File: src/rtl/i2r_pkg.sv
`default_nettype none
// ----------------------------------------------------------------------------
// i2r_pkg
// Shared types, constants and symbol tables for the integer to Roman
// numeral converter.
// ----------------------------------------------------------------------------
package i2r_pkg;

  // queue between front and back
  localparam int unsigned QueueDepth = 4;
  localparam int unsigned QueueAw    = $clog2(QueueDepth);

  localparam int unsigned ValueW  = 12;
  localparam int unsigned SymbolW = 7;

  localparam logic [ValueW-1:0] MaxValid = 12'd3999;

  // ascii codes of the numeral characters
  localparam logic [SymbolW-1:0] AsciiI = 7'h49;
  localparam logic [SymbolW-1:0] AsciiV = 7'h56;
  localparam logic [SymbolW-1:0] AsciiX = 7'h58;
  localparam logic [SymbolW-1:0] AsciiL = 7'h4C;
  localparam logic [SymbolW-1:0] AsciiC = 7'h43;
  localparam logic [SymbolW-1:0] AsciiD = 7'h44;
  localparam logic [SymbolW-1:0] AsciiM = 7'h4D;
  localparam logic [SymbolW-1:0] AsciiNone = 7'h00;

  // place codes
  localparam logic [1:0] PlaceOnes  = 2'd0;
  localparam logic [1:0] PlaceTens  = 2'd1;
  localparam logic [1:0] PlaceHunds = 2'd2;
  localparam logic [1:0] PlaceThous = 2'd3;

  // which of the one, five, ten symbols of a place is used
  typedef enum logic [1:0] {
    SymOne,
    SymFive,
    SymTen
  } sym_kind_e;

  // classified item as it sits in the queue
  typedef struct packed {
    logic       err;
    logic [1:0] thou;
    logic [3:0] hund;
    logic [6:0] rem;
  } i2r_entry_t;

  // number of characters for one decimal digit
  function automatic logic [2:0] pat_len(logic [3:0] d);
    logic [2:0] len;
    case (d) inside
      4'd1, 4'd5:        len = 3'd1;
      4'd2, 4'd4, 4'd6,
      4'd9:              len = 3'd2;
      4'd3, 4'd7:        len = 3'd3;
      4'd8:              len = 3'd4;
      default:           len = 3'd0;
    endcase
    return len;
  endfunction

  // symbol kind of character pos within the pattern of digit d
  function automatic sym_kind_e sym_kind(logic [3:0] d, logic [1:0] pos);
    sym_kind_e k;
    case (d) inside
      4'd4:                    k = (pos == 2'd0) ? SymOne : SymFive;
      4'd5, 4'd6, 4'd7, 4'd8:  k = (pos == 2'd0) ? SymFive : SymOne;
      4'd9:                    k = (pos == 2'd0) ? SymOne : SymTen;
      default:                 k = SymOne;
    endcase
    return k;
  endfunction

  // ascii character for a place and symbol kind
  function automatic logic [SymbolW-1:0] place_sym(logic [1:0] place, sym_kind_e kind);
    logic [SymbolW-1:0] s;
    s = AsciiNone;
    unique case (place)
      PlaceOnes: begin
        case (kind)
          SymOne:  s = AsciiI;
          SymFive: s = AsciiV;
          SymTen:  s = AsciiX;
          default: s = AsciiNone;
        endcase
      end
      PlaceTens: begin
        case (kind)
          SymOne:  s = AsciiX;
          SymFive: s = AsciiL;
          SymTen:  s = AsciiC;
          default: s = AsciiNone;
        endcase
      end
      PlaceHunds: begin
        case (kind)
          SymOne:  s = AsciiC;
          SymFive: s = AsciiD;
          SymTen:  s = AsciiM;
          default: s = AsciiNone;
        endcase
      end
      PlaceThous: begin
        s = (kind == SymOne) ? AsciiM : AsciiNone;
      end
      default: s = AsciiNone;
    endcase
    return s;
  endfunction

endpackage
`default_nettype wire

File: src/rtl/i2r_front.sv
`default_nettype none
// ----------------------------------------------------------------------------
// i2r_front
// Accepts input numbers, flags out-of-range values and splits the value
// into thousands, hundreds and a remainder below one hundred.
// ----------------------------------------------------------------------------
module i2r_front
  import i2r_pkg::*;
(
  input  wire logic              in_valid_i,
  output logic                   in_stall_o,
  input  wire logic [ValueW-1:0] value_i,
  input  wire logic              q_full_i,
  output logic                   q_push_o,
  output i2r_entry_t             q_entry_o
);

  logic [1:0]  thou;
  logic [3:0]  hund;
  logic [11:0] rem1000_w;
  logic [9:0]  rem1000;
  logic [9:0]  rem100_w;

  // handshake toward the queue
  assign in_stall_o = q_full_i;
  assign q_push_o   = in_valid_i && !q_full_i;

  // thousands digit by parallel compares, then subtract
  always_comb begin
    thou = 2'd0;
    for (int i = 1; i <= 3; i++) begin
      if (value_i >= 12'(i * 1000)) thou = 2'(i);
    end
    rem1000_w = value_i - 12'(thou) * 12'd1000;
    rem1000   = rem1000_w[9:0];
  end

  // hundreds digit on the remainder below one thousand
  always_comb begin
    hund = 4'd0;
    for (int i = 1; i <= 9; i++) begin
      if (rem1000 >= 10'(i * 100)) hund = 4'(i);
    end
    rem100_w = rem1000 - 10'(hund) * 10'd100;
  end

  // classified entry
  always_comb begin
    q_entry_o.err  = (value_i == '0) || (value_i > MaxValid);
    q_entry_o.thou = thou;
    q_entry_o.hund = hund;
    q_entry_o.rem  = rem100_w[6:0];
  end

endmodule
`default_nettype wire

File: src/rtl/i2r_queue.sv
`default_nettype none
// ----------------------------------------------------------------------------
// i2r_queue
// Small first-in first-out queue of classified entries between the front
// and the back.
// ----------------------------------------------------------------------------
module i2r_queue
  import i2r_pkg::*;
(
  input  wire logic       clk_i,
  input  wire logic       rst_ni,
  input  wire logic       push_i,
  input  wire i2r_entry_t entry_i,
  input  wire logic       pop_i,
  output i2r_entry_t      entry_o,
  output logic            full_o,
  output logic            empty_o
);

  i2r_entry_t         mem_q [QueueDepth];
  logic [QueueAw-1:0] wr_ptr_q, wr_ptr_d;
  logic [QueueAw-1:0] rd_ptr_q, rd_ptr_d;
  logic [QueueAw:0]   count_q, count_d;

  assign full_o  = (count_q == (QueueAw+1)'(QueueDepth));
  assign empty_o = (count_q == '0);
  assign entry_o = mem_q[rd_ptr_q];

  // pointer and fill count update
  always_comb begin
    wr_ptr_d = wr_ptr_q;
    rd_ptr_d = rd_ptr_q;
    count_d  = count_q;
    if (push_i) wr_ptr_d = wr_ptr_q + 1'b1;
    if (pop_i)  rd_ptr_d = rd_ptr_q + 1'b1;
    if (push_i && !pop_i) count_d = count_q + 1'b1;
    else if (!push_i && pop_i) count_d = count_q - 1'b1;
  end

  always_ff @(posedge clk_i or negedge rst_ni) begin
    if (!rst_ni) begin
      wr_ptr_q <= '0;
      rd_ptr_q <= '0;
      count_q  <= '0;
    end else begin
      wr_ptr_q <= wr_ptr_d;
      rd_ptr_q <= rd_ptr_d;
      count_q  <= count_d;
    end
  end

  // entry storage
  always_ff @(posedge clk_i) begin
    if (push_i) mem_q[wr_ptr_q] <= entry_i;
  end

endmodule
`default_nettype wire

File: src/rtl/i2r_back.sv
`default_nettype none
// ----------------------------------------------------------------------------
// i2r_back
// Walks the decimal digits of one entry and emits one numeral character
// per transfer into an output register.
// ----------------------------------------------------------------------------
module i2r_back
  import i2r_pkg::*;
(
  input  wire logic               clk_i,
  input  wire logic               rst_ni,
  input  wire i2r_entry_t         q_entry_i,
  input  wire logic               q_empty_i,
  output logic                    q_pop_o,
  output logic                    out_valid_o,
  input  wire logic               out_stall_i,
  output logic [SymbolW-1:0]      symbol_o,
  output logic                    last_o,
  output logic                    out_of_range_o
);

  logic [3:0] digit_q [4];
  logic [3:0] ld_digit [4];
  logic [1:0] place_q, place_d;
  logic [1:0] pos_q, pos_d;
  logic       busy_q, busy_d;
  logic       err_q, err_d;

  logic               out_valid_q, out_valid_d;
  logic [SymbolW-1:0] symbol_q;
  logic               last_q;
  logic               oor_q;

  logic [3:0] tens;
  logic [6:0] ones_w;
  logic [1:0] top_place;
  logic [1:0] nxt_place;
  logic       lower_nz;
  logic [3:0] cur_d;
  logic [2:0] cur_len;
  logic       dig_end;
  logic       fin;
  logic       emit;
  logic       load;

  // tens and ones of the remainder below one hundred
  always_comb begin
    tens = 4'd0;
    for (int i = 1; i <= 9; i++) begin
      if (q_entry_i.rem >= 7'(i * 10)) tens = 4'(i);
    end
    ones_w = q_entry_i.rem - 7'(tens) * 7'd10;
    ld_digit[PlaceOnes]  = ones_w[3:0];
    ld_digit[PlaceTens]  = tens;
    ld_digit[PlaceHunds] = q_entry_i.hund;
    ld_digit[PlaceThous] = {2'b00, q_entry_i.thou};
  end

  // highest nonzero place of a new entry
  always_comb begin
    top_place = PlaceOnes;
    for (int p = 0; p < 4; p++) begin
      if (ld_digit[p] != 4'd0) top_place = 2'(p);
    end
  end

  // next nonzero place below the current one
  always_comb begin
    nxt_place = PlaceOnes;
    lower_nz  = 1'b0;
    for (int p = 0; p < 4; p++) begin
      if ((2'(p) < place_q) && (digit_q[p] != 4'd0)) begin
        nxt_place = 2'(p);
        lower_nz  = 1'b1;
      end
    end
  end

  // current character
  assign cur_d   = digit_q[place_q];
  assign cur_len = pat_len(cur_d);
  assign dig_end = (({1'b0, pos_q} + 3'd1) == cur_len);
  assign fin     = err_q || (dig_end && !lower_nz);
  assign emit    = busy_q && (!out_valid_q || !out_stall_i);
  assign load    = !q_empty_i && (!busy_q || (emit && fin));
  assign q_pop_o = load;

  // sequencer next state
  always_comb begin
    busy_d  = busy_q;
    err_d   = err_q;
    place_d = place_q;
    pos_d   = pos_q;
    if (load) begin
      busy_d  = 1'b1;
      err_d   = q_entry_i.err;
      place_d = top_place;
      pos_d   = 2'd0;
    end else if (emit) begin
      if (fin) begin
        busy_d = 1'b0;
      end else if (dig_end) begin
        place_d = nxt_place;
        pos_d   = 2'd0;
      end else begin
        pos_d = pos_q + 2'd1;
      end
    end
  end

  // output register valid
  always_comb begin
    out_valid_d = out_valid_q;
    if (emit) out_valid_d = 1'b1;
    else if (!out_stall_i) out_valid_d = 1'b0;
  end

  always_ff @(posedge clk_i or negedge rst_ni) begin
    if (!rst_ni) begin
      busy_q      <= 1'b0;
      err_q       <= 1'b0;
      place_q     <= PlaceOnes;
      pos_q       <= 2'd0;
      out_valid_q <= 1'b0;
    end else begin
      busy_q      <= busy_d;
      err_q       <= err_d;
      place_q     <= place_d;
      pos_q       <= pos_d;
      out_valid_q <= out_valid_d;
    end
  end

  // digit lanes and output payload
  always_ff @(posedge clk_i) begin
    if (load) begin
      for (int p = 0; p < 4; p++) digit_q[p] <= ld_digit[p];
    end
    if (emit) begin
      symbol_q <= err_q ? AsciiNone : place_sym(place_q, sym_kind(cur_d, pos_q));
      last_q   <= fin;
      oor_q    <= err_q;
    end
  end

  assign out_valid_o    = out_valid_q;
  assign symbol_o       = symbol_q;
  assign last_o         = last_q;
  assign out_of_range_o = oor_q;

endmodule
`default_nettype wire

File: src/rtl/integer_to_roman_numeral_top.sv
`default_nettype none
// Path: a number accepted into the queue is loaded into the back sequencer's digit
//   lanes, and each of its characters then passes through the output register.
// Throughput: one character per cycle when the output does not stall, set by the
//   back sequencer and its output register; a number yields as many characters as
//   its numeral has (1 to 15), an out-of-range number yields one.
// Reset: asynchronous active low; clears the queue, the sequencer and output valid.
// ----------------------------------------------------------------------------
// integer_to_roman_numeral_top
// Converts a 12-bit number to its Roman numeral, one ascii character per
// output transfer, with the final one marked and invalid values flagged.
// ----------------------------------------------------------------------------
module integer_to_roman_numeral_top
  import i2r_pkg::*;
(
  input  wire logic               clk_i,
  input  wire logic               rst_ni,
  input  wire logic               in_valid_i,
  output logic                    in_stall_o,
  input  wire logic [ValueW-1:0]  value_i,
  output logic                    out_valid_o,
  input  wire logic               out_stall_i,
  output logic [SymbolW-1:0]      symbol_o,
  output logic                    last_o,
  output logic                    out_of_range_o
);

  i2r_entry_t push_entry;
  i2r_entry_t head_entry;
  logic       q_push;
  logic       q_pop;
  logic       q_full;
  logic       q_empty;

  // classify and split
  i2r_front u_front (
    .in_valid_i (in_valid_i),
    .in_stall_o (in_stall_o),
    .value_i    (value_i),
    .q_full_i   (q_full),
    .q_push_o   (q_push),
    .q_entry_o  (push_entry)
  );

  // decoupling queue
  i2r_queue u_queue (
    .clk_i   (clk_i),
    .rst_ni  (rst_ni),
    .push_i  (q_push),
    .entry_i (push_entry),
    .pop_i   (q_pop),
    .entry_o (head_entry),
    .full_o  (q_full),
    .empty_o (q_empty)
  );

  // character sequencer
  i2r_back u_back (
    .clk_i          (clk_i),
    .rst_ni         (rst_ni),
    .q_entry_i      (head_entry),
    .q_empty_i      (q_empty),
    .q_pop_o        (q_pop),
    .out_valid_o    (out_valid_o),
    .out_stall_i    (out_stall_i),
    .symbol_o       (symbol_o),
    .last_o         (last_o),
    .out_of_range_o (out_of_range_o)
  );

endmodule
`default_nettype wire
File: config.mk
export PLATFORM = sky130hd
export DESIGN_NAME = integer_to_roman_numeral_top
export DESIGN_NICKNAME = d
export VERILOG_FILES = /design/src/rtl/i2r_pkg.sv /design/src/rtl/i2r_front.sv /design/src/rtl/i2r_queue.sv /design/src/rtl/i2r_back.sv /design/src/rtl/integer_to_roman_numeral_top.sv
export SDC_FILE = /design/constraint.sdc
export NUM_CORES = 1
export LEC_CHECK = 0
export BUFFER_PORTS_ARGS = -buffer_cell sky130_fd_sc_hd__buf_2
export CAP_MARGIN = 20
export CORE_MARGIN = 2
export CORE_UTILIZATION = 27
export CTS_CLUSTER_DIAMETER = 100
export DETAILED_ROUTE_END_ITERATION = 10
export PLACE_DENSITY = 0.46
export REMOVE_ABC_BUFFERS = 1
export SLEW_MARGIN = 20
export SYNTH_ARGS = -nofsm -noshare
export SYNTH_HDL_FRONTEND = slang
export SYNTH_SLANG_ARGS = --single-unit
export TNS_END_PERCENT = 5
File: constraint.sdc
create_clock -name clk_i -period 6.8 [get_ports clk_i]
set_input_delay 1.36 -clock clk_i [delete_from_list [all_inputs] [get_ports clk_i]]
set_output_delay 1.36 -clock clk_i [all_outputs]
set_load 0.02 [all_outputs]
# Word-level counts from Yosys, hierarchy flattened
# Memory sizes are Yosys's and may differ from the RTL's.
# Index checks and enable logic that the tools add are counted.
# W data, S select, Z words.
[word_totals]
regBits = 23
mem_bits_rw = 72
input_bits = 16
output_inout_bits = 11
wordCells = 181
n_memories = 2
[memory_table]
columns = ["memory", "depth", "word_bits", "rd", "rd_clocked_by_memory_dff", "wr", "line_no", "rtl"]
rows = [
  ["u_queue.mem_q", 4, 14, 1, 0, 1, "i2r_queue.sv:20", "i2r_entry_t mem_q [QueueDepth];"],
  ["u_back.digit_q", 4, 4, 5, 0, 4, "i2r_back.sv:22", "logic [3:0] digit_q [4];"],
]
[op_classes]
n_addsub = 9
n_mul = 3
n_lt_le_gt_ge = 26
eq_ne = 18
n_mux = 66
n_reduce_logical = 46
[op_table]
columns = ["op", "n"]
rows = [
  ["$pmux W7 S3", 3],
  ["$mux W2", 21],
  ["$ge A10 B10 Y1 const B", 4],
  ["$mux W4", 10],
  ["$ge A10 B9 Y1 const B", 3],
  ["$mux W3", 10],
  ["$pmux W7 S4", 1],
  ["$reduce_bool A4 Y1", 7],
  ["$ge A7 B6 Y1 const B", 3],
  ["$ge A7 B7 Y1 const B", 3],
  ["$mux W1", 20],
  ["$eq A4 B3 Y1 const B", 4],
  ["$ge A7 B5 Y1 const B", 2],
  ["$ge A12 B10 Y1 const B", 1],
  ["$ge A12 B11 Y1 const B", 1],
  ["$ge A12 B12 Y1 const B", 1],
  ["$gt A12 B12 Y1 const B", 1],
  ["$logic_not A12 Y1", 1],
  ["$logic_and A1 B1 Y1", 11],
  ["$ge A10 B7 Y1 const B", 1],
  ["$ge A10 B8 Y1 const B", 1],
  ["$sub A10 B10 Y10", 1],
  ["$eq A4 B2 Y1 const B", 2],
  ["$eq A4 B4 Y1 const B", 2],
  ["other kinds (29)", 54],
]

# Depth between registers and ports, before layout
[logic_depth]
depth_word = 18
ltp_mapped = 26

# Cells and area by module
# A second synthesis with hierarchy kept.
[unflattened]
cells_unflattened = 430
hier_area_um2 = 5327.6
[modules_own_cells]
columns = ["mod", "n_inst", "cells_each", "area_each_um2"]
rows = [
  ["i2r_queue", 1, 107, 2446.1],
  ["i2r_back", 1, 183, 1878.1],
  ["i2r_front", 1, 140, 1003.5],
]

# Worst setup path before layout
# No wires, ideal clock.
[synth_path]
path_kind = "input -> register"
start = "input value_i[5]"
end = "memory u_queue.mem_q[0][6] (netlist name), data pin"
setup_ps = 288
arrival_ps = 5910
path_slack_ps = 602
cell_stages = 25
n_path_buf = 2
path_cell_list = "buf_4 > nand3_1 > a31oi_2 > a21oi_2 > inv_1 > ha_1 > inv_1 > fa_1 > and2_1 > a2111oi_2 > xnor2_1 > buf_4 > o21ai_0 > a211oi_1 > nor2_1 > a32oi_1 > ha_1 > inv_1 > fa_1 > a21o_1 > a21oi_1 > xnor2_1 > xnor2_1 > xnor2_1 > xnor2_1"
[synth_rtl]
columns = ["element", "line_no", "rtl"]
rows = [
  ["from (decl)", "integer_to_roman_numeral_top.sv:20", "input wire logic [ValueW-1:0] value_i,"],
  ["to (decl)", "i2r_queue.sv:20", ""],
]

==> results.sh <==
export IMPL_drtIter0Drc=171
export IMPL_dieArea_um2=20400
export IMPL_hold_path_depth=1
export IMPL_endpoint_kind="flip-flop"
export IMPL_power_leakage_nw=2.20
export IMPL_grt_max_degree=21
export IMPL_netSwitchingPower_mw=1.02
export IMPL_diodes=0
export IMPL_die_w_um=143
export IMPL_post_route_drc_count=0
export IMPL_final_nets=498
export IMPL_path_class="primary input to flip-flop"
export IMPL_n_fill_cell=1893
export IMPL_area_growth_pct=13.3
export IMPL_cts_root_buf="clkbuf_16"
export IMPL_cts_made_buffers=9
export IMPL_synthTopCellsByArea="edfxtp_1, dfrtp_1, mux4_2, ha_1, xnor2_1"
export IMPL_cp_start_kind="primary input"
export IMPL_dp_hpwl_um=7450
export IMPL_ir_drop_mv=0.143
export IMPL_first_global_vias=3343
export IMPL_synth_ff_type="edfxtp_1"
export IMPL_htree_num_levels=3
export IMPL_hp_start="u_back.busy_q"
export IMPL_worst_slew_pin_transition_ns=0.837
export IMPL_reg2reg_slack_ns=2.85
export IMPL_holdPathEnd="u_back.out_valid_o"
export IMPL_start_util=0.276
export IMPL_cts_resized_gates=0
export IMPL_crit_path_max_fanout=12
export IMPL_die_height_um=143
export IMPL_wl_um=10200
export IMPL_port_buffers=25
export IMPL_critPathSlowestCell="fa_1"
export IMPL_final_util=0.313
export IMPL_rows=50
export IMPL_cts_clk_slew_worst_paths_ns=0.06
export IMPL_core_region_area_um2=18800
export IMPL_design_area_um2=5900
export IMPL_clkPwrFrac=0.181
export IMPL_setup_viol=0
export IMPL_maxSlewHeadroom=0.442
export IMPL_overflow=0
export IMPL_r2r_end="u_queue.count_q[2]"
export IMPL_dpl_cell_count=704
export IMPL_cp_data_arrival_time_ns=6.36
export IMPL_p_per_area_nw_per_um2=463
export IMPL_r2r_start="u_back.place_q[0]"
export IMPL_grtUsageTotal=0.108
export IMPL_antenna_found_initial=0
export IMPL_drt_wirelength_per_cell_um=14.2
export IMPL_avgSynthCellArea_um2=12.0
export IMPL_via_per_inst=4.62
export IMPL_cts_num_sinks=92
export IMPL_synth_cells=432
export IMPL_vias=3324
export IMPL_switching_share=0.374
export IMPL_ys_seq_area_frac=0.518
export IMPL_max_clock_freq_mhz=161
export IMPL_ys_seq_elements=92
export IMPL_status="finished, final reports clean"
export IMPL_pwr_share_comb=0.445
export IMPL_sequentialPowerShare=0.374
export IMPL_synth_cell_type_count=62
export IMPL_fin_cells=720
export IMPL_intPower_mw=1.71
export IMPL_ant_nets=0
export IMPL_insertion_delay_ns=0.35
export IMPL_slowest_delay_ns=0.48
export IMPL_reg2regPathDepth=14
export IMPL_postCtsSetupBuffers=0
export IMPL_synth_edf_count=78
export IMPL_min_period_over_period=0.913
export IMPL_drt_pass1_iterations=4
export IMPL_drive_gt1_frac=0.174
export IMPL_yosys_warnings=0
export IMPL_path_delay_family="compound AO/OA/AOI/OAI gates"
export IMPL_fin_crit_ns=6.21
export IMPL_critical_path_required_ns=6.95
export IMPL_rsz0062_at_grt="false"
export IMPL_crit_buf_inv=5
export IMPL_clock_skew_ns=0.00653
export IMPL_final_hold_viol_count=0
export IMPL_path_common_cell="xnor2_1"
export IMPL_io_pins=27
export IMPL_cts_tree="yes"
export IMPL_drv_slew=0
export IMPL_tns_ns=0
export IMPL_cap_violations=0
export IMPL_gp_congestion=0.760
export IMPL_yosysTopAreaCell="edfxtp_1"
export IMPL_async_reset_ff_frac=0.152
export IMPL_cts_max_path_buffers=2
export IMPL_min_path_type="flip-flop to flip-flop"
export IMPL_grt_first_pass_wirelength_um=17100
export IMPL_synth_top_area_share=0.450
export IMPL_syn_area_um2=5200
export IMPL_placed_area_um2=5600
export IMPL_hold_buffers=0
[registers in the layout, indices dropped and copies added (netlist names)]
signal and cells:
u_queue.mem_q 56, u_back.digit_q 14, u_back.symbol_o 6, u_queue.count_q 3, u_back.place_q 2, u_back.pos_q 2, u_queue.rd_ptr_q 2, u_queue.wr_ptr_q 2
u_back.busy_q 1, u_back.err_q 1, u_back.last_o 1, u_back.out_of_range_o 1, u_back.out_valid_o 1
[metal layers]
layer	vias to the layer above	track usage	wire [µm]
met1	1613	0.131	4580
met2	73	0.189	5120
met5	-	0	0
met4	0	0.0313	97
li1	1630	-	-
met3	8	0.0278	395
[power groups by stage]
| stage | Clock, mW | Combinational, mW | Sequential (mW) |
|---|---|---|---|
| floorplan | 0 | 0.905 | 1.04 |
| global placement | 0 | 1.20 | 1.03 |
| detailed placement | 0 | 1.22 | 1.04 |
| CTS | 0.509 | 1.23 | 1.03 |
| global route | 0.530 | 1.38 | 1.05 |
| finish | 0.495 | 1.22 | 1.02 |
[layout make-up]
cell class | count | area (µm²) | share of cell area
clock buffers | 11 | 233 | 0.0395
clock inverters | 5 | 60.1 | 0.0102
inverters | 39 | 146 | 0.0248
multi-input cells | 285 | 2290 | 0.389
flip-flops and latches | 92 | 2690 | 0.457
well taps | 260 | 325 | 0.0552
repair buffers | 28 | 148 | 0.0250
[worst reg2reg max path: cells and delay by family (launching register included)]
kind | cells | cell delay (ns)
muxes | 1 | 0.66
adders and majority gates | 2 | 0.63
DFF | 1 | 0.70
buffers and inverters | 1 | 0.06
xor gates and xnor gates | 2 | 0.31
and+or+nand+nor | 3 | 0.68
AOI/OAI and AO/OA | 5 | 0.83
[metrics by stage]
step | power [mW] | hold slack, ns | worst slack (ns)
2_1_floorplan | 1.95 | 0.453 | 0.453
3_5_place_dp | 2.26 | 0.479 | 0.210
5_1_grt | 2.95 | 0.516 | 0.00812
6_report | 2.73 | 0.490 | 0.592
3_3_place_gp | 2.23 | 0.467 | 0.354
4_1_cts | 2.77 | 0.496 | 0.555
[synth_stat cells, types with 5 or more instances]
| master | n |
|---|---|
| edfxtp_1 | 78 |
| ha_1 | 23 |
| mux2i_1 | 10 |
| nand2_1 | 34 |
| a21oi_1 | 22 |
| nor3_1 | 7 |
| xnor2_1 | 18 |
| o21a_1 | 5 |
| or2_2 | 5 |
| nor2b_1 | 5 |
| mux2_2 | 6 |
| nand3_1 | 6 |
| and2_1 | 5 |
| o21ai_0 | 19 |
| a211oi_1 | 6 |
| clkbuf_1 | 8 |
| nor4_1 | 5 |
| inv_1 | 37 |
| mux4_2 | 14 |
| dfrtp_1 | 14 |
| nor2_1 | 27 |
| xor2_1 | 5 |
[layout by cell type, fill, tap and decap left out, drive strengths merged, types with 3 or more instances in the layout]
master | synthesis | layout
edfxtp | 78 | 78
inv | 39 | 40
nand2 | 34 | 34
buf | 8 | 28
nor2 | 27 | 27
ha | 23 | 23
a21oi | 23 | 23
o21ai | 21 | 21
xnor2 | 18 | 18
mux4 | 14 | 14
dfrtp | 14 | 14
clkbuf | 8 | 11
mux2i | 10 | 10
nor3 | 7 | 7
mux2 | 7 | 7
nand3 | 6 | 6
a211oi | 6 | 6
or2 | 6 | 6
xor2 | 6 | 6
nor2b | 5 | 5
o21a | 5 | 5
nor4 | 5 | 5
and2 | 5 | 5
a31oi | 5 | 5
a21o | 4 | 4
o211ai | 4 | 4
nand2b | 4 | 4
fa | 4 | 4
nor3b | 3 | 3
o31ai | 3 | 3
a311oi | 3 | 3
[worst max path at each step]
stage	startpoint	end	depth (start not counted)
finish	value_i[5]	u_queue.mem_q[2][6]	25
global route	value_i[9]	u_queue.mem_q[2][6]	26
CTS	value_i[5]	u_queue.mem_q[2][6]	25
detailed placement	value_i[5]	u_queue.mem_q[0][6]	25
global placement	value_i[5]	u_queue.mem_q[0][6]	25
floorplan	value_i[9]	u_queue.mem_q[0][6]	24
[cell families after synthesis]
group                    Yosys count  synth area share
XOR/XNOR                          24            0.0440
adder cells (fa/ha/maj)           29            0.0753
other                              1          0.000721
AO/OA/AOI/OAI                     90             0.120
AND/OR/NAND/NOR                  110             0.105
multiplexers                      31            0.0957
buffers and inverters             55            0.0421
flip-flops                        92             0.518
Power figures use the tool's default switching activity.
